## src/smbt_pkg.sv

```systemverilog
// shared types, constants and helpers for the smb2 chunk tracker
package smbt_pkg;

  localparam int DEF_PENDING_ENTRIES = 16;
  localparam int DEF_LENGTH_BITS     = 24;
  localparam int OUT_LEN_W           = 24;

  localparam int HDR_BYTES     = 64;
  localparam int READ_REQ_MIN  = 48;
  localparam int WRITE_REQ_MIN = 32;
  localparam int READ_RSP_MIN  = 16;

  localparam logic [15:0] CMD_READ  = 16'd8;
  localparam logic [15:0] CMD_WRITE = 16'd9;

  localparam logic [1:0] KIND_WRITE = 2'd0;
  localparam logic [1:0] KIND_MATCH = 2'd1;
  localparam logic [1:0] KIND_DROP  = 2'd2;

  typedef enum logic [1:0] {
    PH_IDLE,
    PH_HEADER,
    PH_BODY,
    PH_DONE
  } phase_e;

  // request from the parser to the pending table
  typedef struct packed {
    logic                 write;
    logic                 record;
    logic                 match;
    logic [63:0]          msg_id;
    logic [63:0]          hlo;
    logic [63:0]          hhi;
    logic [63:0]          fpos;
    logic [OUT_LEN_W-1:0] dstart;
    logic [OUT_LEN_W-1:0] dlen;
  } req_t;

  typedef struct packed {
    logic                 valid;
    logic [1:0]           kind;
    logic [63:0]          msg_id;
    logic [63:0]          hlo;
    logic [63:0]          hhi;
    logic [63:0]          fpos;
    logic [OUT_LEN_W-1:0] dstart;
    logic [OUT_LEN_W-1:0] dlen;
  } res_t;

  function automatic logic [7:0] magic_byte(input logic [1:0] idx);
    logic [7:0] m;
    case (idx)
      2'd0:    m = 8'hFE;
      2'd1:    m = 8'h53;
      2'd2:    m = 8'h4D;
      default: m = 8'h42;
    endcase
    return m;
  endfunction

endpackage

```

## src/smbt_parser.sv

```systemverilog
// compound header and body field walker, one byte per cycle while accept_i is high
module smbt_parser import smbt_pkg::*; #(
  parameter int LENGTH_BITS = DEF_LENGTH_BITS
) (
  input  logic        clk_i,
  input  logic        rst_ni,
  input  logic        accept_i,
  input  logic [7:0]  data_byte_i,
  input  logic        direction_i,
  input  logic        start_of_message_i,
  input  logic [23:0] message_length_i,
  output req_t        req_o
);

  localparam int LW = LENGTH_BITS;

  logic [LW-1:0] pos_q, pos_d, hs_q, hs_d;
  phase_e        phase_q, phase_d;
  logic [15:0]   cmd_q, cmd_d;
  logic          resp_q, resp_d;
  logic [31:0]   nho_q, nho_d;
  logic [63:0]   mid_q, mid_d;
  logic [15:0]   po_q, po_d;
  logic [31:0]   pl_q, pl_d;
  logic [63:0]   fpos_q, fpos_d, hlo_q, hlo_d, hhi_q, hhi_d;
  logic [LW-1:0] msg_len;

  assign msg_len = LW'(message_length_i);

  always_comb begin
    logic [LW-1:0] pos, hs, rel, k;
    phase_e        ph;
    logic [32:0]   hdr_end, blen;
    logic          fits;
    pos     = pos_q;
    hs      = hs_q;
    ph      = phase_q;
    rel     = '0;
    k       = '0;
    hdr_end = '0;
    blen    = '0;
    fits    = 1'b0;
    cmd_d   = cmd_q;
    resp_d  = resp_q;
    nho_d   = nho_q;
    mid_d   = mid_q;
    po_d    = po_q;
    pl_d    = pl_q;
    fpos_d  = fpos_q;
    hlo_d   = hlo_q;
    hhi_d   = hhi_q;
    req_o   = '0;
    if (accept_i && (start_of_message_i || phase_q != PH_IDLE)) begin
      if (start_of_message_i) begin
        pos = '0;
        hs  = '0;
        ph  = ({1'b0, msg_len} < (LW+1)'(HDR_BYTES)) ? PH_DONE : PH_HEADER;
      end else begin
        pos = pos_q + 1'b1;
      end
      // next compound header begins
      if (ph == PH_BODY && nho_q != '0 && 33'(pos) == 33'(hs) + 33'(nho_q)) begin
        hs = pos;
        ph = ({1'b0, msg_len} < {1'b0, pos} + (LW+1)'(HDR_BYTES)) ? PH_DONE : PH_HEADER;
      end
      rel = pos - hs;
      if (ph == PH_HEADER) begin
        if (rel < LW'(4)) begin
          if (data_byte_i != magic_byte(rel[1:0])) ph = PH_DONE;
        end else if (rel == LW'(12)) begin
          cmd_d[7:0] = data_byte_i;
        end else if (rel == LW'(13)) begin
          cmd_d[15:8] = data_byte_i;
        end else if (rel == LW'(16)) begin
          resp_d = data_byte_i[0];
        end else if (rel >= LW'(20) && rel < LW'(24)) begin
          nho_d[{rel[1:0], 3'b000} +: 8] = data_byte_i;
        end else if (rel >= LW'(24) && rel < LW'(32)) begin
          mid_d[{rel[2:0], 3'b000} +: 8] = data_byte_i;
        end else if (rel == LW'(HDR_BYTES - 1)) begin
          ph = (nho_q != '0 && nho_q < 32'(HDR_BYTES)) ? PH_DONE : PH_BODY;
        end
      end else if (ph == PH_BODY && rel >= LW'(HDR_BYTES)) begin
        k = rel - LW'(HDR_BYTES);
        if (k == LW'(2)) begin
          po_d[7:0] = data_byte_i;
        end else if (k == LW'(3)) begin
          po_d[15:8] = data_byte_i;
        end else if (k >= LW'(4) && k < LW'(8)) begin
          pl_d[{k[1:0], 3'b000} +: 8] = data_byte_i;
        end else if (k >= LW'(8) && k < LW'(16)) begin
          fpos_d[{k[2:0], 3'b000} +: 8] = data_byte_i;
        end else if (k >= LW'(16) && k < LW'(24)) begin
          hlo_d[{k[2:0], 3'b000} +: 8] = data_byte_i;
        end else if (k >= LW'(24) && k < LW'(32)) begin
          hhi_d[{k[2:0], 3'b000} +: 8] = data_byte_i;
        end
        // body length and payload bounds
        hdr_end = 33'(hs) + 33'(HDR_BYTES);
        if (nho_q == '0) begin
          blen = (33'(msg_len) > hdr_end) ? 33'(msg_len) - hdr_end : '0;
        end else begin
          blen = 33'(nho_q) - 33'(HDR_BYTES);
        end
        fits = (po_d >= 16'(HDR_BYTES)) &&
               (34'(blen) >= 34'(po_d - 16'(HDR_BYTES)) + 34'(pl_d));
        if (resp_q) begin
          req_o.match = (k == LW'(7)) && cmd_q == CMD_READ && direction_i &&
                        blen >= 33'(READ_RSP_MIN) && fits;
        end else if (k == LW'(31) && !direction_i) begin
          req_o.record = cmd_q == CMD_READ && blen >= 33'(READ_REQ_MIN);
          req_o.write  = cmd_q == CMD_WRITE && blen >= 33'(WRITE_REQ_MIN) && fits;
        end
        req_o.msg_id = mid_q;
        req_o.hlo    = hlo_d;
        req_o.hhi    = hhi_d;
        req_o.fpos   = fpos_d;
        req_o.dstart = OUT_LEN_W'(hs + LW'(po_d));
        req_o.dlen   = pl_d[OUT_LEN_W-1:0];
      end
    end
    pos_d   = pos;
    hs_d    = hs;
    phase_d = ph;
  end

  always_ff @(posedge clk_i or negedge rst_ni) begin
    if (!rst_ni) begin
      pos_q   <= '0;
      hs_q    <= '0;
      phase_q <= PH_IDLE;
      cmd_q   <= '0;
      resp_q  <= 1'b0;
      nho_q   <= '0;
      mid_q   <= '0;
      po_q    <= '0;
      pl_q    <= '0;
      fpos_q  <= '0;
      hlo_q   <= '0;
      hhi_q   <= '0;
    end else begin
      pos_q   <= pos_d;
      hs_q    <= hs_d;
      phase_q <= phase_d;
      cmd_q   <= cmd_d;
      resp_q  <= resp_d;
      nho_q   <= nho_d;
      mid_q   <= mid_d;
      po_q    <= po_d;
      pl_q    <= pl_d;
      fpos_q  <= fpos_d;
      hlo_q   <= hlo_d;
      hhi_q   <= hhi_d;
    end
  end

endmodule

```

## config.mk

```make
export PLATFORM = sky130hd
export DESIGN_NAME = smbt_parser
export DESIGN_NICKNAME = d
export VERILOG_FILES = /design/src/smbt_pkg.sv /design/src/smbt_parser.sv
export SDC_FILE = /design/constraint.sdc
export NUM_CORES = 2
export LEC_CHECK = 0
export BUFFER_PORTS_ARGS = -buffer_cell sky130_fd_sc_hd__buf_4
export CAP_MARGIN = 10
export CORE_UTILIZATION = 66
export DETAILED_ROUTE_END_ITERATION = 10
export PLACE_DENSITY = 0.88
export SLEW_MARGIN = 10
export SYNTH_ARGS = -nofsm -noshare
export SYNTH_HDL_FRONTEND = slang
export SYNTH_SLANG_ARGS = --single-unit
export TNS_END_PERCENT = 30
```

## constraint.sdc

```tcl
create_clock -name clk_i -period 62.9 [get_ports clk_i]
set_clock_uncertainty 0.05 [all_clocks]
set_input_delay 12.58 -clock clk_i [delete_from_list [all_inputs] [get_ports clk_i]]
set_output_delay 12.58 -clock clk_i [all_outputs]
set_load 0.01 [all_outputs]
```

[After elaboration in Yosys (flattened, before gate mapping)]
Index checks and enable logic that the tools add are counted.
Word-level totals
  register bits: 403
  logic and storage cells: 187
Cells by class
  $add $sub $neg: 15
  $lt $le $gt $ge: 23
  equality and inequality tests: 17
  shift operators: 8
  multiplexer cells: 73
  bitwise gates (word level): 6
  reductions and logical operators: 32
Operators by type and width (number)
  $mux 64: 15
  $mux 307: 3
  $bwmux 64: 4
  $mux 32: 6
  $mux 33: 5
  $mux 24: 6
  $shift 8x8->64 const A: 2
  $shiftx 8x8->64: 2
  $ge 24x5->1 const B: 4
  $mux 8: 12
  $lt 24x5->1 const B: 3
  $ge 33x6->1 const B: 2
  $bwmux 32: 2
  $shift 8x7->32 const A: 2
  $shiftx 8x7->32: 2
  $add 24x7->25 const B: 2
  $eq 24x2->1 const B: 2
  $eq 24x4->1 const B: 2
  $eq 24x5->1 const B: 2
  $lt 24x6->1 const B: 2
  $add 17x33->34: 1
  $ge 33x34->1: 1
  $mux 2: 17
  $add 24x32->33: 1
  other kinds (43): 74

[Longest topological paths before layout]
  depth after elaboration: 29
  mapped depth: 69

[Least setup slack after synthesis]
Ideal clock, no wire load.
  path kind: input -> output
  start: in start_of_message_i
  end: out req_o[306] (netlist name)
  data arrival time: 27519 ps
  data required time: 50270 ps
  slack: 22751 ps
  cell stages on the path: 61
  buffers on the path: 10
  path through: clkbuf_1 clkbuf_1 buf_1 clkbuf_1 clkbuf_1 clkbuf_1 nor2b_1 fa_1 a21oi_1 o22ai_1 nor2_1 xnor3_1 or4_1 a211oi_1 nand4b_1 or4_1 or4b_1 buf_2 [25 not listed] o22a_1 a21o_1 a21oi_1 xor2_1 ha_1 a21o_1 a21oi_1 nor2b_1 o21ai_0 nand2b_1 a21oi_1 nor2b_1 o21ai_0 nand2b_1 a221o_1 a21oi_1 a311oi_1 and4_1
RTL lines
  from (decl): RTL line smbt_parser.sv:10  | input logic start_of_message_i,
  to (decl): RTL line smbt_parser.sv:12  | output req_t req_o

==> results.ini <==
[grt]
grt_overflow=0
grt_max_degree=112
antenna_found_initial=7
grt_pass1_vias=30460
grt_pass1_wl_mm=181.7
grt_use_total_pct=47.56

[sta]
holdWs_ns=0.4224
slew_headroom_pct=24.03
tns_ns=0
rsz0062_at_grt=false
finalHoldViolations=0
timing.final.crit_share_pct=65.29
fin_crit_ns=41.07
slew_violations=0
setup_viol=0
fmax_mhz=24.35
tightestPinTransition_ns=1.136

[routing]
drc=0
ant_nets=0
viasPerCell=6.886
vias=31670
dr.pass1.iters=7
drt-initial-drc-count=3954
wire_per_inst_um=26.30
wl_mm=121.0

[cells_and_area]
area.sequential_um2=10080
final_common_cell=dfrtp_1
final_cell_mix=403 x dfrtp_1, 391 x nand2_1, 377 x buf_4
drive_above_1_share_pct=21.09
fin_nets=4192
area_delta_synth_final_pct=12.84
multi_input_area_um2=21010
fillers=3350

[floorplanning]
start_util_pct=67.38
fp-row-count=80
die-area_um2=49940
ios=344
die_x_um=223.5
dieHeight_um=223.5
core_area_um2=48050

[status]
status=completed

[clock_network]
clockRootBuffer=clkbuf_16
clockBufferDepth=3
insertion_delay_ns=0.63
cts_tree=built
h-tree-depth=2
path_clk_slew_ns=0.06
cts_resized=0
cts_hold_buf=0
postCtsSetupRepairBufs=0
cts.sinks=403
cts_made_buffers=43

[synth]
async_flop_share_pct=100.0
syn_area_um2=32370
synth-warning-count=0
netlist_instances=3751
synth_edf_count=0
yosys_register_bits=403
syn_nets=3992
ys_seq_area_share_pct=31.15
ys_types=87
syn_area_per_cell_um2=8.630
ys.flop_type=dfrtp_1

[worst_hold_path]
hold_path_class=reg -> reg
hp-start=hs_q[14]
min_path_cells=2
hold_path_end=hs_q[14]

[power]
power_density_nw_per_um2=19.21
irDropWorstVdd_v=0.00002375
total_power_uw=701.6
p_leak_nw=17.95

[place]
io_buffers=343
gp_congestion=1.043
dp_hpwl_mm=86.62

[run]
cap_violations=0

[critical_path]
r2r_end=hlo_q[21]
crit_path_top_delay_cell=or4b_2
slowest_delay_ns=0.61
crit_fanout=68
r2r_setup_slack_ns=49.95
cp-end-kind=output pin
worstSetupStartpoint=start_of_message_i
cp_data_required_time_ns=50.27
timing.rr.start=pos_q[0]
startpoint_type=primary input
worst-setup-path-type=in -> out
arrival_ns=28.44
reg2reg_depth=31

## cells by family (layout without fill, tap and decap cells)
kind of cell / after synthesis / in the layout / share of synthesized area (%)
other: 0 / 2 / 0
AND/OR/NAND/NOR: 1362 / 1362 / 21.26
adder cells (fa/ha/maj): 204 / 204 / 8.001
AO/OA/AOI/OAI: 790 / 790 / 14.52
multiplexers: 467 / 467 / 15.63
buffers and inverters: 330 / 561 / 4.116
XOR/XNOR: 195 / 195 / 5.318
flip-flops: 403 / 403 / 31.15
## worst max-delay path, delay by kind of cell
family,cells,cell delay [ns]
buffers and inverters,6,1.34
muxes,1,0.51
xor gates and xnor gates,3,0.78
adders and majority gates,8,2.30
and+or+nand+nor,20,5.60
AOI/OAI and AO/OA,23,5.25
## power breakdown
part           switching [mW]  total (mW)  internal, mW
combinational           0.132       0.175        0.0429
sequential            0.00268       0.263         0.261
clock                   0.119       0.263         0.144
## layout make-up
type / count / area share [%]
inverter: 106 / 1.089
clock buffer: 57 / 3.281
timing repair buffer: 379 / 7.803
tap: 615 / 2.107
sequential: 403 / 27.61
antenna: 2 / 0.01370
clock inverter: 19 / 0.5823
multi-input combinational: 3018 / 57.52
## flip-flops by register name, summed over array words and instances (netlist names)
name and cells:
pos_q 24, phase_q 2, hhi_q 64, hlo_q 64, nho_q 32, fpos_q 64, pl_q 32, hs_q 24
resp_q 1, mid_q 64, cmd_q 16, po_q 16
## worst max-delay path by stage
stage | to | slack, ns | cells past startpoint
after floorplan | req_o[306] | 22.75 | 61
after global placement | req_o[306] | 22.60 | 62
after detailed placement | req_o[306] | 22.24 | 61
after CTS | req_o[306] | 22.09 | 61
after global routing | req_o[306] | 21.04 | 62
final | req_o[306] | 21.83 | 61
## metrics by stage
step           std cells  util (%)  instance area [µm²]  setup WS [ns]
3_3_place_gp        4520     73.07                35110          22.60
4_1_cts             4596     76.01                36520          22.09
2_1_floorplan       3751         -                32370          22.75
5_1_grt             4597     76.02                36520          21.04
3_5_place_dp        4520     73.07                35110          22.24
6_report            4599     76.03                36530          21.83
## Yosys cell counts, drive strengths merged (9+ instances only)
| cell | count | area share (%) |
|---|---|---|
| a211oi | 23 | 0.53 |
| a21o | 60 | 1.4 |
| a21oi | 213 | 3.4 |
| a31oi | 20 | 0.41 |
| and2 | 56 | 1.1 |
| and3 | 107 | 2.1 |
| and4 | 10 | 0.27 |
| buf | 65 | 1.0 |
| clkbuf | 159 | 1.8 |
| dfrtp | 403 | 31 |
| ha | 199 | 7.7 |
| inv | 106 | 1.2 |
| mux2 | 298 | 10 |
| mux2i | 168 | 5.2 |
| nand2 | 404 | 4.8 |
| nand2b | 44 | 0.85 |
| nand3 | 125 | 2.0 |
| nand4 | 50 | 1.0 |
| nor2 | 317 | 3.9 |
| nor2b | 57 | 1.1 |
| nor3 | 68 | 1.3 |
| nor4 | 34 | 0.75 |
| nor4b | 9 | 0.29 |
| o21a | 26 | 0.60 |
| o21ai | 320 | 4.9 |
| o21bai | 18 | 0.42 |
| o22ai | 9 | 0.17 |
| o31ai | 13 | 0.30 |
| or2 | 22 | 0.43 |
| or3 | 26 | 0.50 |
| or4 | 13 | 0.30 |
| xnor2 | 121 | 3.3 |
| xor2 | 73 | 2.0 |
## metal layers
| metal | part of all wire (%) | GRT usage (%) | wire [µm] | vias up |
|---|---|---|---|---|
| li1 | - | - | - | 13770 |
| met1 | 37 | 60.11 | 44700 | 15120 |
| met2 | 44 | 72.26 | 52750 | 2254 |
| met3 | 13 | 14.24 | 15620 | 529 |
| met4 | 6.5 | 27.62 | 7874 | 4 |
| met5 | 0.022 | 0 | 27 | - |
(Power assumes the default switching activity.)
