`src/smbt_pkg.sv`:
```
// shared types, constants and helpers for the smb2 chunk tracker
package smbt_pkg;

  localparam int DEF_PENDING_ENTRIES = 16;
  localparam int DEF_LENGTH_BITS     = 24;
  localparam int OUT_LEN_W           = 24;

  localparam int HDR_BYTES     = 64;
  localparam int READ_REQ_MIN  = 48;
  localparam int WRITE_REQ_MIN = 32;
  localparam int READ_RSP_MIN  = 16;

  localparam logic [15:0] CMD_READ  = 16'd8;
  localparam logic [15:0] CMD_WRITE = 16'd9;

  localparam logic [1:0] KIND_WRITE = 2'd0;
  localparam logic [1:0] KIND_MATCH = 2'd1;
  localparam logic [1:0] KIND_DROP  = 2'd2;

  typedef enum logic [1:0] {
    PH_IDLE,
    PH_HEADER,
    PH_BODY,
    PH_DONE
  } phase_e;

  // request from the parser to the pending table
  typedef struct packed {
    logic                 write;
    logic                 record;
    logic                 match;
    logic [63:0]          msg_id;
    logic [63:0]          hlo;
    logic [63:0]          hhi;
    logic [63:0]          fpos;
    logic [OUT_LEN_W-1:0] dstart;
    logic [OUT_LEN_W-1:0] dlen;
  } req_t;

  typedef struct packed {
    logic                 valid;
    logic [1:0]           kind;
    logic [63:0]          msg_id;
    logic [63:0]          hlo;
    logic [63:0]          hhi;
    logic [63:0]          fpos;
    logic [OUT_LEN_W-1:0] dstart;
    logic [OUT_LEN_W-1:0] dlen;
  } res_t;

  function automatic logic [7:0] magic_byte(input logic [1:0] idx);
    logic [7:0] m;
    case (idx)
      2'd0:    m = 8'hFE;
      2'd1:    m = 8'h53;
      2'd2:    m = 8'h4D;
      default: m = 8'h42;
    endcase
    return m;
  endfunction

endpackage

```
`src/smbt_pend_table.sv`:
```
// pending read table with parallel id match
module smbt_pend_table import smbt_pkg::*; #(
  parameter int PENDING_ENTRIES = DEF_PENDING_ENTRIES
) (
  input  logic clk_i,
  input  logic rst_ni,
  input  req_t req_i,
  output res_t res_o
);

  localparam int N  = PENDING_ENTRIES;
  localparam int IW = (N > 1) ? $clog2(N) : 1;

  logic [N-1:0]  vld_q;
  logic [63:0]   id_q   [N];
  logic [63:0]   hlo_q  [N];
  logic [63:0]   hhi_q  [N];
  logic [63:0]   fpos_q [N];

  logic          hit, free;
  logic [IW-1:0] hit_idx, free_idx, slot;
  logic          found;

  always_comb begin
    hit      = 1'b0;
    free     = 1'b0;
    hit_idx  = '0;
    free_idx = '0;
    for (int i = N - 1; i >= 0; i--) begin
      if (vld_q[i] && id_q[i] == req_i.msg_id) begin
        hit     = 1'b1;
        hit_idx = IW'(i);
      end
      if (!vld_q[i]) begin
        free     = 1'b1;
        free_idx = IW'(i);
      end
    end
  end

  assign found = hit || free;
  assign slot  = hit ? hit_idx : free_idx;

  always_comb begin
    res_o = '0;
    if (req_i.write) begin
      res_o.valid  = 1'b1;
      res_o.kind   = KIND_WRITE;
      res_o.msg_id = req_i.msg_id;
      res_o.hlo    = req_i.hlo;
      res_o.hhi    = req_i.hhi;
      res_o.fpos   = req_i.fpos;
      res_o.dstart = req_i.dstart;
      res_o.dlen   = req_i.dlen;
    end else if (req_i.record && !found) begin
      res_o.valid  = 1'b1;
      res_o.kind   = KIND_DROP;
      res_o.msg_id = req_i.msg_id;
      res_o.hlo    = req_i.hlo;
      res_o.hhi    = req_i.hhi;
      res_o.fpos   = req_i.fpos;
    end else if (req_i.match && hit) begin
      res_o.valid  = 1'b1;
      res_o.kind   = KIND_MATCH;
      res_o.msg_id = req_i.msg_id;
      res_o.hlo    = hlo_q[hit_idx];
      res_o.hhi    = hhi_q[hit_idx];
      res_o.fpos   = fpos_q[hit_idx];
      res_o.dstart = req_i.dstart;
      res_o.dlen   = req_i.dlen;
    end
  end

  always_ff @(posedge clk_i or negedge rst_ni) begin
    if (!rst_ni) begin
      vld_q <= '0;
    end else if (req_i.record && found) begin
      vld_q[slot] <= 1'b1;
    end else if (req_i.match && hit) begin
      vld_q[hit_idx] <= 1'b0;
    end
  end

  always_ff @(posedge clk_i) begin
    if (req_i.record && found) begin
      id_q[slot]   <= req_i.msg_id;
      hlo_q[slot]  <= req_i.hlo;
      hhi_q[slot]  <= req_i.hhi;
      fpos_q[slot] <= req_i.fpos;
    end
  end

  a_record_stores: assert property (@(posedge clk_i) disable iff (!rst_ni)
    req_i.record && found |=> vld_q[$past(slot)] && id_q[$past(slot)] == $past(req_i.msg_id))
    else $error("recorded read not stored");

  a_match_consumes: assert property (@(posedge clk_i) disable iff (!rst_ni)
    req_i.match && hit |=> !vld_q[$past(hit_idx)])
    else $error("matched entry still pending");

  a_drop_only_full: assert property (@(posedge clk_i) disable iff (!rst_ni)
    res_o.valid && res_o.kind == KIND_DROP |-> &vld_q)
    else $error("read dropped with free entry");

endmodule

```
`config.mk`:
```
export PLATFORM = sky130hd
export DESIGN_NAME = smbt_pend_table
export DESIGN_NICKNAME = d
export VERILOG_FILES = /design/src/smbt_pkg.sv /design/src/smbt_pend_table.sv
export SDC_FILE = /design/constraint.sdc
export NUM_CORES = 2
export LEC_CHECK = 0
export BUFFER_PORTS_ARGS = -buffer_cell sky130_fd_sc_hd__clkbuf_2
export CAP_MARGIN = 40
export CELL_PAD_IN_SITES_DETAIL_PLACEMENT = 1
export CELL_PAD_IN_SITES_GLOBAL_PLACEMENT = 1
export CORE_MARGIN = 2
export CORE_UTILIZATION = 48
export CTS_CLUSTER_DIAMETER = 120
export CTS_CLUSTER_SIZE = 20
export DETAILED_ROUTE_END_ITERATION = 7
export PLACE_DENSITY = 0.82
export RECOVER_POWER = 50
export SLEW_MARGIN = 10
export SYNTH_ARGS = -nofsm -noshare
export SYNTH_HDL_FRONTEND = slang
export SYNTH_SLANG_ARGS = --single-unit
export TNS_END_PERCENT = 50
```
`constraint.sdc`:
```
create_clock -name clk_i -period 15 [get_ports clk_i]
set_clock_uncertainty 0.2 [all_clocks]
set_input_delay 0.75 -clock clk_i [delete_from_list [all_inputs] [get_ports clk_i]]
set_output_delay 0.75 -clock clk_i [all_outputs]
set_load 0.005 [all_outputs]
```
# Yosys cells after proc, flatten, opt, wreduce, memory -nomap -nowiden
# Memories as Yosys holds them, arrays and structs flattened.
# Index checks and enable logic that the tools add are counted.
# op_classes
bitwise,3
muxes,77
reduce_logical,24
n_lt_le_gt_ge,4
n_eq_ne,16
# ops
op,n
equality test 64 bit,16
2-to-1 mux 307 bit,2
2-to-1 mux 259 bit,1
2-to-1 mux 4 bit,33
2-to-1 mux 48 bit,1
2-to-1 mux 1 bit,36
2-to-1 mux 16 bit,2
logical AND 1 bit,21
bitwise AND 16 bit,1
inverter 16 bit,1
bitwise OR 16 bit,1
"less-than comparator 4 x 5 -> 1 bit, second input constant",2
demux 1 bit (select 4 bit),2
"greater-or-equal comparator 4 x 1 -> 1 bit, second input constant",2
nonzero test 2 bit,1
zero test 1 bit,1
logical OR 1 bit,1
# totals
ram_bits,4096
register_bits,16
wordCells,129
output_inout_bits,307
memories,4
# memory_table
memory,depth,width,read_ports,rd_ports_with_merged_regs,wr,line_no,source
fpos_q,16,64,1,0,1,smbt_pend_table.sv:18,logic [63:0] fpos_q [N];
hhi_q,16,64,1,0,1,smbt_pend_table.sv:17,logic [63:0] hhi_q [N];
hlo_q,16,64,1,0,1,smbt_pend_table.sv:16,logic [63:0] hlo_q [N];
id_q,16,64,16,0,1,smbt_pend_table.sv:15,logic [63:0] id_q [N];

# Longest topological paths before layout
# logic_depth
depth_word,26
mapped_depth,19

# Worst setup path after synthesis
# Ideal clock, no wire load.
# synth_path
kind,input to register
from,input port req_i[255] in the netlist's numbering
to,"memory fpos_q[5][0], enable pin"
stages,15
path_slack_ns,-0.603
n_path_buf,4
t_arrival_ns,14.523
t_required_ns,13.920
path_cell_list,buf_2 > buf_2 > xnor2_1 > nand4_1 > or2_0 > or4_1 > or4b_2 > o211ai_1 > a2111o_1 > a31oi_1 > buf_2 > buf_4 > o31ai_1 > nand3_1 > nor2_1
# synth_between
elab_chain_cells,22
word_cells_on_any_way,69
# synth_lines
item,line_no,source
"start, declared",smbt_pend_table.sv:7,"input req_t req_i,"
equality test 64 bit,smbt_pend_table.sv:30,if (vld_q[i] && id_q[i] == req_i.msg_id) begin
logical AND 1 bit,smbt_pend_table.sv:30,
2-to-1 mux 1 bit (16 in series),smbt_pend_table.sv:30,
logical OR 1 bit,smbt_pend_table.sv:41,assign found = hit || free;
logical AND 1 bit,smbt_pend_table.sv:85,if (req_i.record && found) begin
2-to-1 mux 1 bit,smbt_pend_table.sv:85,
2-to-1 mux 1 bit (implied by the code),smbt_pend_table.sv:89,fpos_q[slot] <= req_i.fpos;
"end, declared",smbt_pend_table.sv:18,
# Parallel ways exist; a longest one is shown, timed or not.

==> metrics.md <==
| Metric | Value |
|---|---|
| Outcome | `finished with violations` |
| Violations in the final reports | `capacitance limit, slew limit` |
| Power per Cell Area | `151 mW/mm2` |
| GP Congestion | `0.968` |
| Initial detailed-routing violation count | `around 16,000` |
| Main combinational cell family by area after synthesis | `compound AO/OA/AOI/OAI gates` |
| Synth Area per Inst | `15.9 um2` |
| Number of global-route vias before repair | `113,832` |
| Pwr Total | `28.1 mW` |
| Average wire length per cell after detail routing | `approximately 37 um` |
| Synth Area in Compound Gates | `8.98%` |
| Wire length reported by the detailed router | `approximately 600,000 um` |
| Critical Path, Cell by Cell | `dlygate4sd3_1, clkbuf_1, clkbuf_1, inv_1, a2bb2oi_1, nand4_1, or3_1, nor3_1, clkbuf_1, o31a_1, nor2_1, nand2_4, buf_4, buf_16, o2111ai_1, o41ai_2, clkbuf_2` |
| Synthesized-area fraction occupied by and/or/nand/nor cells | `7.75%` |
| I/O pin cnt | `616` |
| GRT overflow | `0` |
| Fraction of final layout cells with drive strength greater than 1 | `a little over a tenth` |
| Top cells by area in the synthesized netlist | `sky130_fd_sc_hd__edfxtp_1 (73%), sky130_fd_sc_hd__xnor2_1 (2.3%), sky130_fd_sc_hd__mux2i_1 (2.3%)` |
| Worst path arrival time | `~11 ns` |
| Share of synthesized cell area in full adder, half adder and majority cells | `0%` |
| Number of antenna violations at the first check in global routing | `80` |
| Number of detailed-route iterations in the first pass | `6` |
| Post-CTS setup repair buffer count | `0` |
| Overall die width | `approximately 600 um` |
| Number of levels the H-tree was split into | `4` |
| Final sum of negative setup slack | `0 ns` |
| Worst hold path type | `in2reg` |
| Skew-Pair Late Insertion Delay | `slightly above 1 ns` |
| CTS buffer count | `230` |
| Die area | `0.355 mm2` |
| Ys async rst share | `less than 1%` |
| Global-route total usage across every layer | `around a third` |
| First-pass GRT wire length | `837,000 um` |
| Cell family with most CP delay | `buffers and inverters` |
| Number of hold-repair buffers added at the cts stage | `186` |
| Number of fillers in the final layout | `approximately 33,000` |
| Share of the synthesized area in the top cell type | `73.2%` |
| Die outline height | `596 um` |
| Area growth syn-to-layout | `10.5%` |
| Data required time of the critical path | `14.05 ns` |
| Number of maximum-capacitance violations | `93` |
| Type of element launching the critical path | `input pin` |
| Remaining routing DRC violations | `0` |
| Portion of the clock cycle consumed by the worst path in the final layout | `82.3%` |
| Sink Count | `4,112` |
| Area of the mapped netlist | `around 0.17 mm2` |
| Post_cts resized | `0` |
| Peak supply drop | `0.000229 V` |
| Unrepaired setup endpoints after global routing | `false` |
| Final count of hold timing violations | `0` |
| Vias per cell | `slightly below 7` |
| Commonest cells post-synth | `sky130_fd_sc_hd__edfxtp_1 (4,096), sky130_fd_sc_hd__nand2_1 (582), sky130_fd_sc_hd__xnor2_1 (450)` |
| EDFF count, synth | `4,096` |
| Area after detailed placement | `0.178 mm2` |
| Most numerous cell on the critical path | `sky130_fd_sc_hd__clkbuf_1` |
| Kind of capture point of the worst setup path | `output port` |
| Critical-path cell with the highest stage delay | `sky130_fd_sc_hd__clkbuf_1` |
| Post-synthesis cell count | `10,588` |
| Clock Tree Buf Depth | `4` |
| Share of cell area taken by muxes after synthesis | `under 10%` |
| Commonest register cell after synthesis | `sky130_fd_sc_hd__edfxtp_1` |
| Post-route minimum period | `approximately 12 ns` |
| Maximum cell stage delay along the critical path | `2.23 ns` |
| Placeable Area | `0.349 mm2` |
| Fmax | `81.0 MHz` |
| Worst Path Max Fanout | `39` |
| Most frequently used cell type in the post-synthesis netlist | `sky130_fd_sc_hd__edfxtp_1` |
| Leakage dissipation | `59.4 nW` |
| TritonCTS clock tree | `done` |
| Sum of buffers and inverters on the critical path | `8` |
| Synth Net Count | `10,897` |
| Biggest area consumer among synthesized cells | `sky130_fd_sc_hd__edfxtp_1` |
| Final net count | `between 10,000 and 15,000` |
| Number of distinct library cells after synthesis | `between 100 and 150` |
| Floorplan row count | `217` |
| Clock transition time at the flip-flop clock pins of the worst setup and hold paths | `about 0.10 ns` |
| Antenna viol nets, final | `0` |
| # setup viols final | `0` |
| Post-synthesis share of cell area spent on xor and xnor gates | `4.00%` |
| Starting density of the core | `48.2%` |
| Layout Cell Area excl Fill | `about 0.19 mm2` |
| Number of warnings issued by yosys | `0` |
| Worst slew margin relative to its limit | `-174%` |
| Pins over their slew limit | `2,108` |
| Final HPWL from detailed placement | `348,000 um` |
| Sequential area share after synthesis | `73.4%` |
| Transition time at the pin with the least slew margin | `4.11 ns` |
| CTS Root Buffer Type | `sky130_fd_sc_hd__clkbuf_16` |
| Path type of the worst setup path | `in2out` |
| Count of state elements after synthesis | `around 4,100` |
| Number of I/O port buffers | `615` |
| Pin count of the biggest net entering global routing | `180` |
| Total via count in the routed design | `109,783` |
[final timing paths]
kind / start / to / slack (ns) / depth (start not counted)
worst min register to register: vld_q[3] / vld_q[3] / 0.34 / 2
max in group asynchronous: rst_ni / vld_q[10] / 13.51 / 2
worst min-delay path: req_i[305] / vld_q[0] / 0.15 / 4
worst max-delay path: req_i[275] / res_o[146] / 2.66 / 17
min in group asynchronous: rst_ni / vld_q[4] / 0.41 / 2
worst max register to register: id_q[0][43] / id_q[15][15] / 6.45 / 15
[area by class of cell]
cell class                      instances  area, um2  share of cell area, %
Antenna cell                           54        135                 0.0728
Clock buffer                          255       5910                   3.18
Clock inverter                         16        304                  0.164
Inverter                              110        413                  0.222
Multi-Input combinational cell       5740      41600                   22.4
Sequential cell                      4112     123000                   66.5
Tap cell                             4599       5750                   3.10
Timing Repair Buffer                 1146       8180                   4.40
[cells in the final DEF, fill, tap and decap left out, drive strengths merged, types with 224 or more instances in the layout]
cell     count
edfxtp    4096
clkbuf     987
nand2      582
xnor2      450
a21oi      392
mux2i      382
nand2b     365
o22ai      359
nand4      318
xor2       318
nor2       318
o32a       269
mux2       225
buf        225
o2111ai    224
[cells by family (layout without fill, tap and decap cells)]
group / count (synthesis) / in the layout
buffers and inverters: 736 / 1527
xor gates and xnor gates: 768 / 768
and+or+nand+nor: 2441 / 2441
muxes: 607 / 607
AOI/OAI and AO/OA: 1924 / 1924
DFF: 4112 / 4112
other: 0 / 54
[worst reg2reg max path, stage by stage, from the launching register on]
cell and delay, ns:
sky130_fd_sc_hd__edfxtp_1 0.39, sky130_fd_sc_hd__xor2_1 0.67, sky130_fd_sc_hd__nor4_1 0.14, sky130_fd_sc_hd__nand4_1 0.20, sky130_fd_sc_hd__or4_1 0.40, sky130_fd_sc_hd__nor2_1 0.33, sky130_fd_sc_hd__nor4_1 0.62, sky130_fd_sc_hd__buf_1 0.26
sky130_fd_sc_hd__nand4_1 0.60, sky130_fd_sc_hd__o31ai_1 0.72, sky130_fd_sc_hd__o21ai_1 0.29, sky130_fd_sc_hd__buf_4 0.24, sky130_fd_sc_hd__nor2_1 0.25, sky130_fd_sc_hd__clkbuf_1 1.90, sky130_fd_sc_hd__buf_4 0.59, sky130_fd_sc_hd__buf_16 0.35
[metal layers]
| metal | vias up | GRT usage, % | part of all wire (%) |
|---|---|---|---|
| met5 | - | 0 | 0.031 |
| met4 | 26 | 18.0 | 6.1 |
| met3 | 1654 | 6.36 | 11 |
| met2 | 8505 | 52.6 | 47 |
| met1 | 56221 | 41.9 | 36 |
| li1 | 43377 | - | - |
[power breakdown]
part           leakage (nW)  total (mW)  internal [mW]  switching, mW
clock network          3.03        6.59           2.83           3.76
logic                  19.2        5.00           1.16           3.84
registers              37.2        16.5           15.6          0.844
total                  59.4        28.1           19.6           8.44
[flip-flops by register name, indices dropped and copies added (netlist names)]
name and count:
id_q 1024, hlo_q 1024, fpos_q 1024, vld_q 16, hhi_q 1024
[stage by stage]
step	util [%]	hold slack [ns]	setup slack, ns	std cells
2_1_floorplan	-	0.254	-0.597	10588
3_3_place_gp	50.6	0.295	5.51	15423
3_5_place_dp	51.1	0.310	5.44	15507
4_1_cts	53.4	0.000597	5.10	15964
5_1_grt	53.2	0.131	2.73	16019
6_report	53.2	0.146	2.66	16032
(Power assumes the default switching activity.)
