## src/smbt_pkg.sv

```systemverilog
// shared types, constants and helpers for the smb2 chunk tracker
package smbt_pkg;

  localparam int DEF_PENDING_ENTRIES = 16;
  localparam int DEF_LENGTH_BITS     = 24;
  localparam int OUT_LEN_W           = 24;

  localparam int HDR_BYTES     = 64;
  localparam int READ_REQ_MIN  = 48;
  localparam int WRITE_REQ_MIN = 32;
  localparam int READ_RSP_MIN  = 16;

  localparam logic [15:0] CMD_READ  = 16'd8;
  localparam logic [15:0] CMD_WRITE = 16'd9;

  localparam logic [1:0] KIND_WRITE = 2'd0;
  localparam logic [1:0] KIND_MATCH = 2'd1;
  localparam logic [1:0] KIND_DROP  = 2'd2;

  typedef enum logic [1:0] {
    PH_IDLE,
    PH_HEADER,
    PH_BODY,
    PH_DONE
  } phase_e;

  // request from the parser to the pending table
  typedef struct packed {
    logic                 write;
    logic                 record;
    logic                 match;
    logic [63:0]          msg_id;
    logic [63:0]          hlo;
    logic [63:0]          hhi;
    logic [63:0]          fpos;
    logic [OUT_LEN_W-1:0] dstart;
    logic [OUT_LEN_W-1:0] dlen;
  } req_t;

  typedef struct packed {
    logic                 valid;
    logic [1:0]           kind;
    logic [63:0]          msg_id;
    logic [63:0]          hlo;
    logic [63:0]          hhi;
    logic [63:0]          fpos;
    logic [OUT_LEN_W-1:0] dstart;
    logic [OUT_LEN_W-1:0] dlen;
  } res_t;

  function automatic logic [7:0] magic_byte(input logic [1:0] idx);
    logic [7:0] m;
    case (idx)
      2'd0:    m = 8'hFE;
      2'd1:    m = 8'h53;
      2'd2:    m = 8'h4D;
      default: m = 8'h42;
    endcase
    return m;
  endfunction

endpackage

```

## src/smbt_out_buf.sv

```systemverilog
// result register with one skid entry
module smbt_out_buf import smbt_pkg::*; (
  input  logic clk_i,
  input  logic rst_ni,
  input  res_t res_i,
  input  logic out_ready_i,
  output logic in_ready_o,
  output res_t out_o
);

  logic out_v_q, out_v_d, skid_v_q, skid_v_d;
  res_t out_q, out_d, skid_q, skid_d;

  assign in_ready_o = !skid_v_q;

  always_comb begin
    out_v_d  = out_v_q;
    out_d    = out_q;
    skid_v_d = skid_v_q;
    skid_d   = skid_q;
    if (!out_v_q || out_ready_i) begin
      if (skid_v_q) begin
        out_v_d  = 1'b1;
        out_d    = skid_q;
        skid_v_d = 1'b0;
      end else begin
        out_v_d = res_i.valid;
        out_d   = res_i;
      end
    end else if (res_i.valid) begin
      skid_v_d = 1'b1;
      skid_d   = res_i;
    end
  end

  always_ff @(posedge clk_i or negedge rst_ni) begin
    if (!rst_ni) begin
      out_v_q  <= 1'b0;
      skid_v_q <= 1'b0;
    end else begin
      out_v_q  <= out_v_d;
      skid_v_q <= skid_v_d;
    end
  end

  always_ff @(posedge clk_i) begin
    out_q  <= out_d;
    skid_q <= skid_d;
  end

  always_comb begin
    out_o       = out_q;
    out_o.valid = out_v_q;
  end

endmodule
```

## config.mk

```make
export PLATFORM = sky130hd
export DESIGN_NAME = smbt_out_buf
export DESIGN_NICKNAME = d
export VERILOG_FILES = /design/src/smbt_pkg.sv /design/src/smbt_out_buf.sv
export SDC_FILE = /design/constraint.sdc
export NUM_CORES = 1
export LEC_CHECK = 0
export ABC_CLOCK_PERIOD_IN_PS = 106800
export BUFFER_PORTS_ARGS = -buffer_cell sky130_fd_sc_hd__buf_2
export CORE_AREA = 2 2 238 240
export DETAILED_ROUTE_END_ITERATION = 7
export DIE_AREA = 0 0 240 242
export PLACE_DENSITY = 0.62
export SYNTH_ARGS = -nofsm -noshare
export SYNTH_HDL_FRONTEND = slang
export SYNTH_SLANG_ARGS = --single-unit
```

## constraint.sdc

```tcl
create_clock -name clk_i -period 106.8 [get_ports clk_i]
set_input_delay 21.36 -clock clk_i [delete_from_list [all_inputs] [get_ports clk_i]]
set_output_delay 21.36 -clock clk_i [all_outputs]
set_load 0.02 [all_outputs]
```

Word level (Yosys, flattened, before mapping):

Index checks and enable logic that the tools add are counted.

* register bits after elaboration: 614
* input bits: 310
* bits in latches: 0
* memory bits (writable): 0
* memory bits (read-only): 0
* memories kept: 0
* output and inout port bits: 308

* multiplexer cells: 4
* $mul: 0
* div/mod/pow operators: 0
* $lt $le $gt $ge: 0
* add/sub/neg operators: 0
* reduce and logical (&&, ||, !) cells: 5
* bitwise logic cells: 1
* eq/ne operators: 0
* shift operators: 0

Operators by type and width (count)
* two-way mux 306 bit: 1
* two-way mux 1 bit: 3
* zero test 1 bit: 2
* AND reduction 2 bit: 1
* nonzero test 2 bit: 1
* logical OR 1 bit: 1
* NOT 1 bit: 1

Depth between registers and ports, before layout:

Gate-level depths: netlist (run 1).

* depth after elaboration: 4
* gate-level depth with buffers: 4

Worst setup path after synthesis (run 1):

Ideal clock, no wire load.

* path type: input -> register
* from: input out_ready_i
* to: register skid_q[0] in the netlist's numbering, enable pin
* slack: 45.303 ns
* library setup time: 4.102 ns
* arrival time: 57.394 ns
* buffers on the path: 0
* stages on the path: 2
* cells stage by stage: nand2b_1 > nor2_1

* word-level cells in the longest chain between the ends: 3

RTL lines
* start, declared: line smbt_out_buf.sv:6 `input logic out_ready_i,`
* logical OR 1 bit: line smbt_out_buf.sv:21 `if (!out_v_q || out_ready_i) begin`
* NOT 1 bit (no line)
* AND reduction 2 bit (no line)
* end signal, assigned: line smbt_out_buf.sv:48 `skid_q <= skid_d;`
* end, declared: line smbt_out_buf.sv:12 `res_t out_q, out_d, skid_q, skid_d;`

No other way between the ends.
A chain may end at the register's enable or synchronous reset.

Final worst setup path (run 1):

* from: input out_ready_i
* to: register skid_q[177] in the netlist's numbering, enable pin

Same word-level chain as after synthesis.

==> results of run 1 <==
[layout by cell type, fill, tap and decap left out, types with 2 or more instances in the layout]
| cell type | synthesis | final |
|---|---|---|
| mux2_4 | 200 | 200 |
| diode_2 | 0 | 16 |
| clkinv_1 | 0 | 16 |
| clkinvlp_4 | 0 | 4 |
| clkinv_2 | 0 | 12 |
| mux2_2 | 106 | 106 |
| clkinv_8 | 0 | 4 |
| bufinv_16 | 0 | 3 |
| clkbuf_16 | 0 | 67 |
| edfxtp_1 | 612 | 612 |
| buf_2 | 9 | 617 |
| nor2_1 | 3 | 2 |
| inv_1 | 2 | 2 |
| clkbuf_1 | 0 | 13 |
| buf_4 | 4 | 10 |
[final timing paths]
check                            startpoint     endpoint  slack (ns)  depth (start not counted)
worst min register to register  skid_q[251]   out_o[251]        0.54                          1
worst max register to register      out_v_q  skid_q[100]      102.67                          4
worst min-delay path            skid_q[251]   out_o[251]        0.54                          1
worst max-delay path            out_ready_i  skid_q[177]       82.17                          5
max in group asynchronous            rst_ni     skid_v_q       86.13                          1
min in group asynchronous            rst_ni      out_v_q       20.56                          1
[critical path, stage by stage]
cell and delay [ns]:
buf_2 0.10, nand2b_4 0.58, nor2_4 0.88, buf_4 0.83
buf_4 0.89
[per-stage QoR]
step	utilization (%)	worst slack, ns	instance area, um^2
final	51.8	82.17	28900
after global routing	51.8	81.89	28900
after CTS	51.8	82.12	28800
after detailed placement	48.1	81.50	26800
after global placement	48.1	81.51	26800
after floorplan	-	45.30	23000
[final cells by class]
type	instances	area (um^2)
clock inverter	41	323
timing repair buffer	628	3180
inverter	2	7.51
fill	4619	26800
multi-input combinational	311	4230
tap	756	946
antenna	16	40.0
sequential	614	18400
clock buffer	80	1730
[registers in the layout, summed over array words and instances, names as in the netlist]
name and count:
out_o 306, out_v_q 1, skid_q 306, skid_v_q 1
[routing by layer]
layer / track usage [%] / part of all wire, % / vias to the layer above
met2: 28.2 / 51 / 396
met5: 0 / 0.19 / -
met4: 6.81 / 2.3 / 16
li1: - / - / 5207
met3: 6.68 / 9.1 / 77
met1: 19.1 / 37 / 5740
[where the power goes]
part / switching (mW) / leakage, nW / total (mW) / internal (mW)
combinational: 0.0362 / 4.39 / 0.0622 / 0.0260
sequential: 0.00517 / 5.92 / 0.291 / 0.286
clock: 0.0922 / 0.992 / 0.216 / 0.123
total: 0.134 / 11.3 / 0.569 / 0.436
[cells by family (layout without fill, tap and decap cells)]
family	after synthesis	in the layout
other	0	16
flip-flops	614	614
AND/OR/NAND/NOR	5	5
multiplexers	306	306
buffers and inverters	37	751
==> impl_results.md, run 1 <==
- Status: finished, final reports clean
- Fin Hold WS: 0.538 ns
- Routed WL: 50.2 mm
- Clock-pin slew on the worst setup and hold paths: 0.06 ns
- Maximum vdd ir drop: 12.5 uV
- Worst-Skew Late Latency: 0.59 ns
- Synth top area cells: edfxtp_1 80%, mux2_4 13%, mux2_2 5.2%
- CTS tree: done
- GPL Wtd Cong: 0.793
- Worst setup SP type: input pin
- Top FF cell, synth: edfxtp_1
- Via Count: 11400
- Leak pwr: 11.3 nW
- Largest family of logic cells by synthesized area: multiplexers
- Final setup violation count: 0
- Syn avg cell area: 23.9 um^2
- Tcrit/Tclk final: 23.1%
- CTS sink cnt: 614
- Nets@finish: 1933
- Drt pass-1 iters: 4
- Final Slew Violations: 0
- Antenna Nets Post-Route: 0
- Power, Total: 0.569 mW
- Syn nets: 1272
- Initial core utilization: 41.2%
- GR Overflow Total: 0
- RSZ-0062 raised after global routing: no
- Cell count after synthesis: 962
- Multiplexer share of the synthesized area: 18.3%
- Drt drc: 0
- Number of flops mapped to enable cells by yosys: 612
- Post-Synth XOR/XNOR Area: 0%
- Min Tclk post-route: 24.63 ns
- Dpl hpwl: 34.3 mm
- Crit-path max FO: 76
- Max_slew headroom: 26.3%
- Vias per inst: 4.67
- Die X-Extent: 240 um
- Clock skew: 0.0182 ns
- Largest net degree at the start of global routing: 140
- Fmax: 40.6 MHz
- Post-synthesis compound-gate area fraction: 0%
- Most numerous cell in the Yosys netlist: edfxtp_1
- Hold Vio Cnt, Final: 0
- Synth top cells by count: 612 x edfxtp_1, 200 x mux2_4, 106 x mux2_2
- Post-synthesis simple-gate area fraction: 0.0926%
- Async SR Flop Fraction: 0.326%
- Critical Path AT: 24.84 ns
- Post-synthesis adder-cell area fraction: 0%
- Post-synthesis register bit count: 614
- Yosys warning total: 0
- Post-CTS sizing: 0
- CP Class: in2reg
- Cts hold-fix bufs: 0
- Number of port buffers: 617
- Die area: 0.0581 mm^2
- Max_cap viols: 0
- Number of global-route vias before repair: 11900
- Crit. End Element: register
- Top cell type's share of synthesized area: 80.0%
- Fin cells: 2448
- Crit path required time: 107.01 ns
- Setup TNS: 0 ns
- Post-Syn Area: 0.0230 mm^2
- Number of I/O pins: 618
- Die Y: 242 um
- Slew @ Worst Pin: 1.11 ns
- Root Driver: clkbuf_16
- CTS H-tree lvls: 3
- Layout cells sized above 1: 61.4%
- Register area share after synthesis: 80.2%
- Initial antenna violation count: 22
- Post-CTS Repair Setup Buffers: 0
- DR WL/cell: 20.5 um
- PwrDens: 19.7 mW/mm^2
- Maximum clock insertion buffer count: 3
- Worst hold-check path type: reg2reg
- GR Util All Layers: 16.8%
- Total clock buffers created by CTS: 66
- Placed insts: 2311
- Core ar.: 0.0557 mm^2
- Area Overhead vs Synth: 25.7%
- Yosys top cell by area: edfxtp_1
- First-pass GRT wire length: 73.1 mm
- Row count: 87
- Starting DRT DRC Count: 652
- Netlist cell types: 11
Power figures use the tool's default switching activity.
==> run 2, diff against run 1 <==
Settings changed: ABC_CLOCK_PERIOD_IN_PS 106800 to 22300, PLACE_DENSITY 0.62 to 0.65.
Clock period 106.8 ns to 22.3 ns, I/O delays scaled along.
==> run 2 against run 1 <==
Against the previous run: clock power grew to 4.8 times the previous value; wire length shrank 1.1%; highest routed layer unchanged; sequential cell count unchanged; power rose to 4.8 times the previous value; largest cell class unchanged.
==> impl_results.md, run 2 (synthesis gave the netlist of run 1 again) <==
- Final Slew Violations: 0 (unchanged)
- Post-CTS Repair Setup Buffers: 0 (unchanged)
- Switching Power: 0.632 mW (+370%)
- CTS tree: done
- Vias per inst: 4.70 (+0.53%)
- GPL Wtd Cong: 0.826 (+4.1%)
- Worst-path cell chain: buf_2 > nand2b_4 > nor2_4 > buf_4 > buf_4
- CTS sink cnt: 614 (unchanged)
- Core ar.: 0.0557 mm^2 (unchanged)
- Int Pwr: 2.09 mW (+380%)
- Setup TNS: 0 ns (unchanged)
- Status: finished, final reports clean
- GR Overflow Total: 0 (unchanged)
- Row count: 87 (unchanged)
- Total clock buffers created by CTS: 66 (unchanged)
- Drt drc: 0 (unchanged)
- Layout cells sized above 1: 61.6% (+0.19 points)
- Placed insts: 2313 (+0.087%)
- Antenna Nets Post-Route: 0 (unchanged)
- Maximum clock insertion buffer count: 3 (unchanged)
- Switch share: 23.2% (-0.29 points)
- Fmax: 131 MHz
- Routed WL: 49.7 mm (-1.1%)
- Worst hold-check path type: reg2reg
- RSZ-0062 raised after global routing: no
- Fin util: 51.8% (about the same)
- Final setup violation count: 0 (unchanged)
- Leak pwr: 11.3 nW (+0.16%)
- Die area: 0.0581 mm^2 (unchanged)
- Crit-path max FO: 76 (unchanged)
- # fillers: 4593 (-0.56%)
- Root Driver: clkbuf_16
- CTS H-tree lvls: 3 (unchanged)
- PwrDens: 94.4 mW/mm^2 (+380%)
- Die X-Extent: 240 um (unchanged)
- CP peak stage delay: 0.88 ns (about the same)
- Power, Total: 2.73 mW (+380%)
- Min Tclk post-route: 7.63 ns
- Die Y: 242 um (unchanged)
- Clock-pin slew on the worst setup and hold paths: 0.06 ns (about the same)
- Largest net degree at the start of global routing: 77 (-45%)
- Initial core utilization: 41.2% (unchanged)
- Maximum vdd ir drop: 75.7 uV (+500%)
- Max_slew headroom: 28.9% (+2.6 points)
- Comb power frac: 11.0% (about the same)
- Drt pass-1 iters: 4 (unchanged)
- Number of port buffers: 617 (unchanged)
- Worst setup SP type: input pin
- Commonest non-fill, non-tap cell in the layout: buf_2
- Dpl hpwl: 34.2 mm (-0.25%)
- Crit. End Element: register
- Post-CTS sizing: 0 (unchanged)
- Commonest cells after routing, fill and taps aside: 617 x buf_2, 612 x edfxtp_1, 200 x mux2_4, 106 x mux2_2, 67 x clkbuf_16
- Number of global-route vias before repair: 12000 (+0.55%)
- Max_cap viols: 0 (unchanged)
- Hold Vio Cnt, Final: 0 (unchanged)
- Critical Path AT: 7.82 ns (-17.02 ns)
- Slowest cell on the critical path: buf_4
- Slew @ Worst Pin: 1.07 ns (-0.0397 ns)
- GR Util All Layers: 16.6% (-0.17 points)
- Area Overhead vs Synth: 25.7% (about the same)
- First-pass GRT wire length: 72.6 mm (-0.70%)
- Sequential Power Share: 51.1% (about the same)
- Cts hold-fix bufs: 0 (unchanged)
- Crit-path leading delay family: buffers and inverters
- Crit path required time: 22.49 ns (-84.52 ns)
- Number of I/O pins: 618 (unchanged)
- Via Count: 11500 (+0.41%)
- Tcrit/Tclk final: 34.2%
- CP bufs+invs: 3 (unchanged)
- Initial antenna violation count: 19 (-14%)
- Worst-Skew Late Latency: 0.58 ns (about the same)
- CP Class: in2reg
- Share of total power in the clock network: 37.9% (about the same)
- Starting DRT DRC Count: 614 (-5.8%)
- DR WL/cell: 20.3 um (-0.96%)
- Clock skew: 0.0211 ns (+0.00287 ns)
- Fin cells: 2445 (-0.12%)
- Crit path top cell by count: buf_4
- Nets@finish: 1935 (+0.10%)
-- run 2: changes by cell type in the layout (fill, tap and decap cells not counted), moves of 3 or more --
cell,before,now
inv_6,1,5
buf_4,10,13
clkbuf_1,13,10
clkinv_8,4,1
clkinvlp_4,4,1
-- run 2: metrics by stage --
| stage | setup WS, ns | area [um^2] | hold slack (ns) |
|---|---|---|---|
| 6_report | 14.67 | 28900 | 0.530 |
| 5_1_grt | 14.42 | 28900 | 0.544 |
| 4_1_cts | 14.66 | 28800 | 0.530 |
| 3_5_place_dp | 14.02 | 26800 | 0.532 |
| 3_3_place_gp | 14.09 | 26800 | 0.528 |
| 2_1_floorplan | 1.57 | 23000 | 0.523 |
-- run 2: path summary, 6_finish.rpt --
check / cells after the start / start / endpoint / slack (ns)
worst max-delay path: 5 / out_ready_i / skid_q[106] / 14.67
worst min-delay path: 1 / skid_q[163] / out_o[163] / 0.53
worst max register to register: 4 / skid_v_q / out_o[24] / 18.04
worst min register to register: 1 / skid_q[163] / out_o[163] / 0.53
max in group asynchronous: 1 / rst_ni / skid_v_q / 18.54
min in group asynchronous: 1 / rst_ni / skid_v_q / 3.66
-- run 2: per-layer routing --
layer | routed length [um] | up-vias | global-route usage [%]
met5 | 42 | - | 0
met4 | 1880 | 6 | 7.73
met2 | 25100 | 421 | 27.9
li1 | - | 5215 | -
met1 | 18900 | 5731 | 19.3
met3 | 3840 | 110 | 5.53
-- run 2: cell type report --
type,instances,area [um^2],share of cell area [%]
Antenna cell,15,37.5,0.130
Multi-Input combinational cell,311,4230,14.7
Tap cell,756,946,3.28
Timing Repair Buffer,630,3190,11.0
Clock inverter,40,320,1.11
Clock buffer,77,1710,5.94
Inverter,2,7.51,0.0260
Sequential cell,614,18400,63.8
-- run 2: power groups by stage --
stage          Combinational, mW  Clock, mW  Sequential (mW)
3_3_place_gp               0.300          0             1.42
6_report                   0.300       1.03             1.39
3_5_place_dp               0.304          0             1.42
5_1_grt                    0.318       1.11             1.40
4_1_cts                    0.305       1.07             1.39
2_1_floorplan              0.118          0             1.50
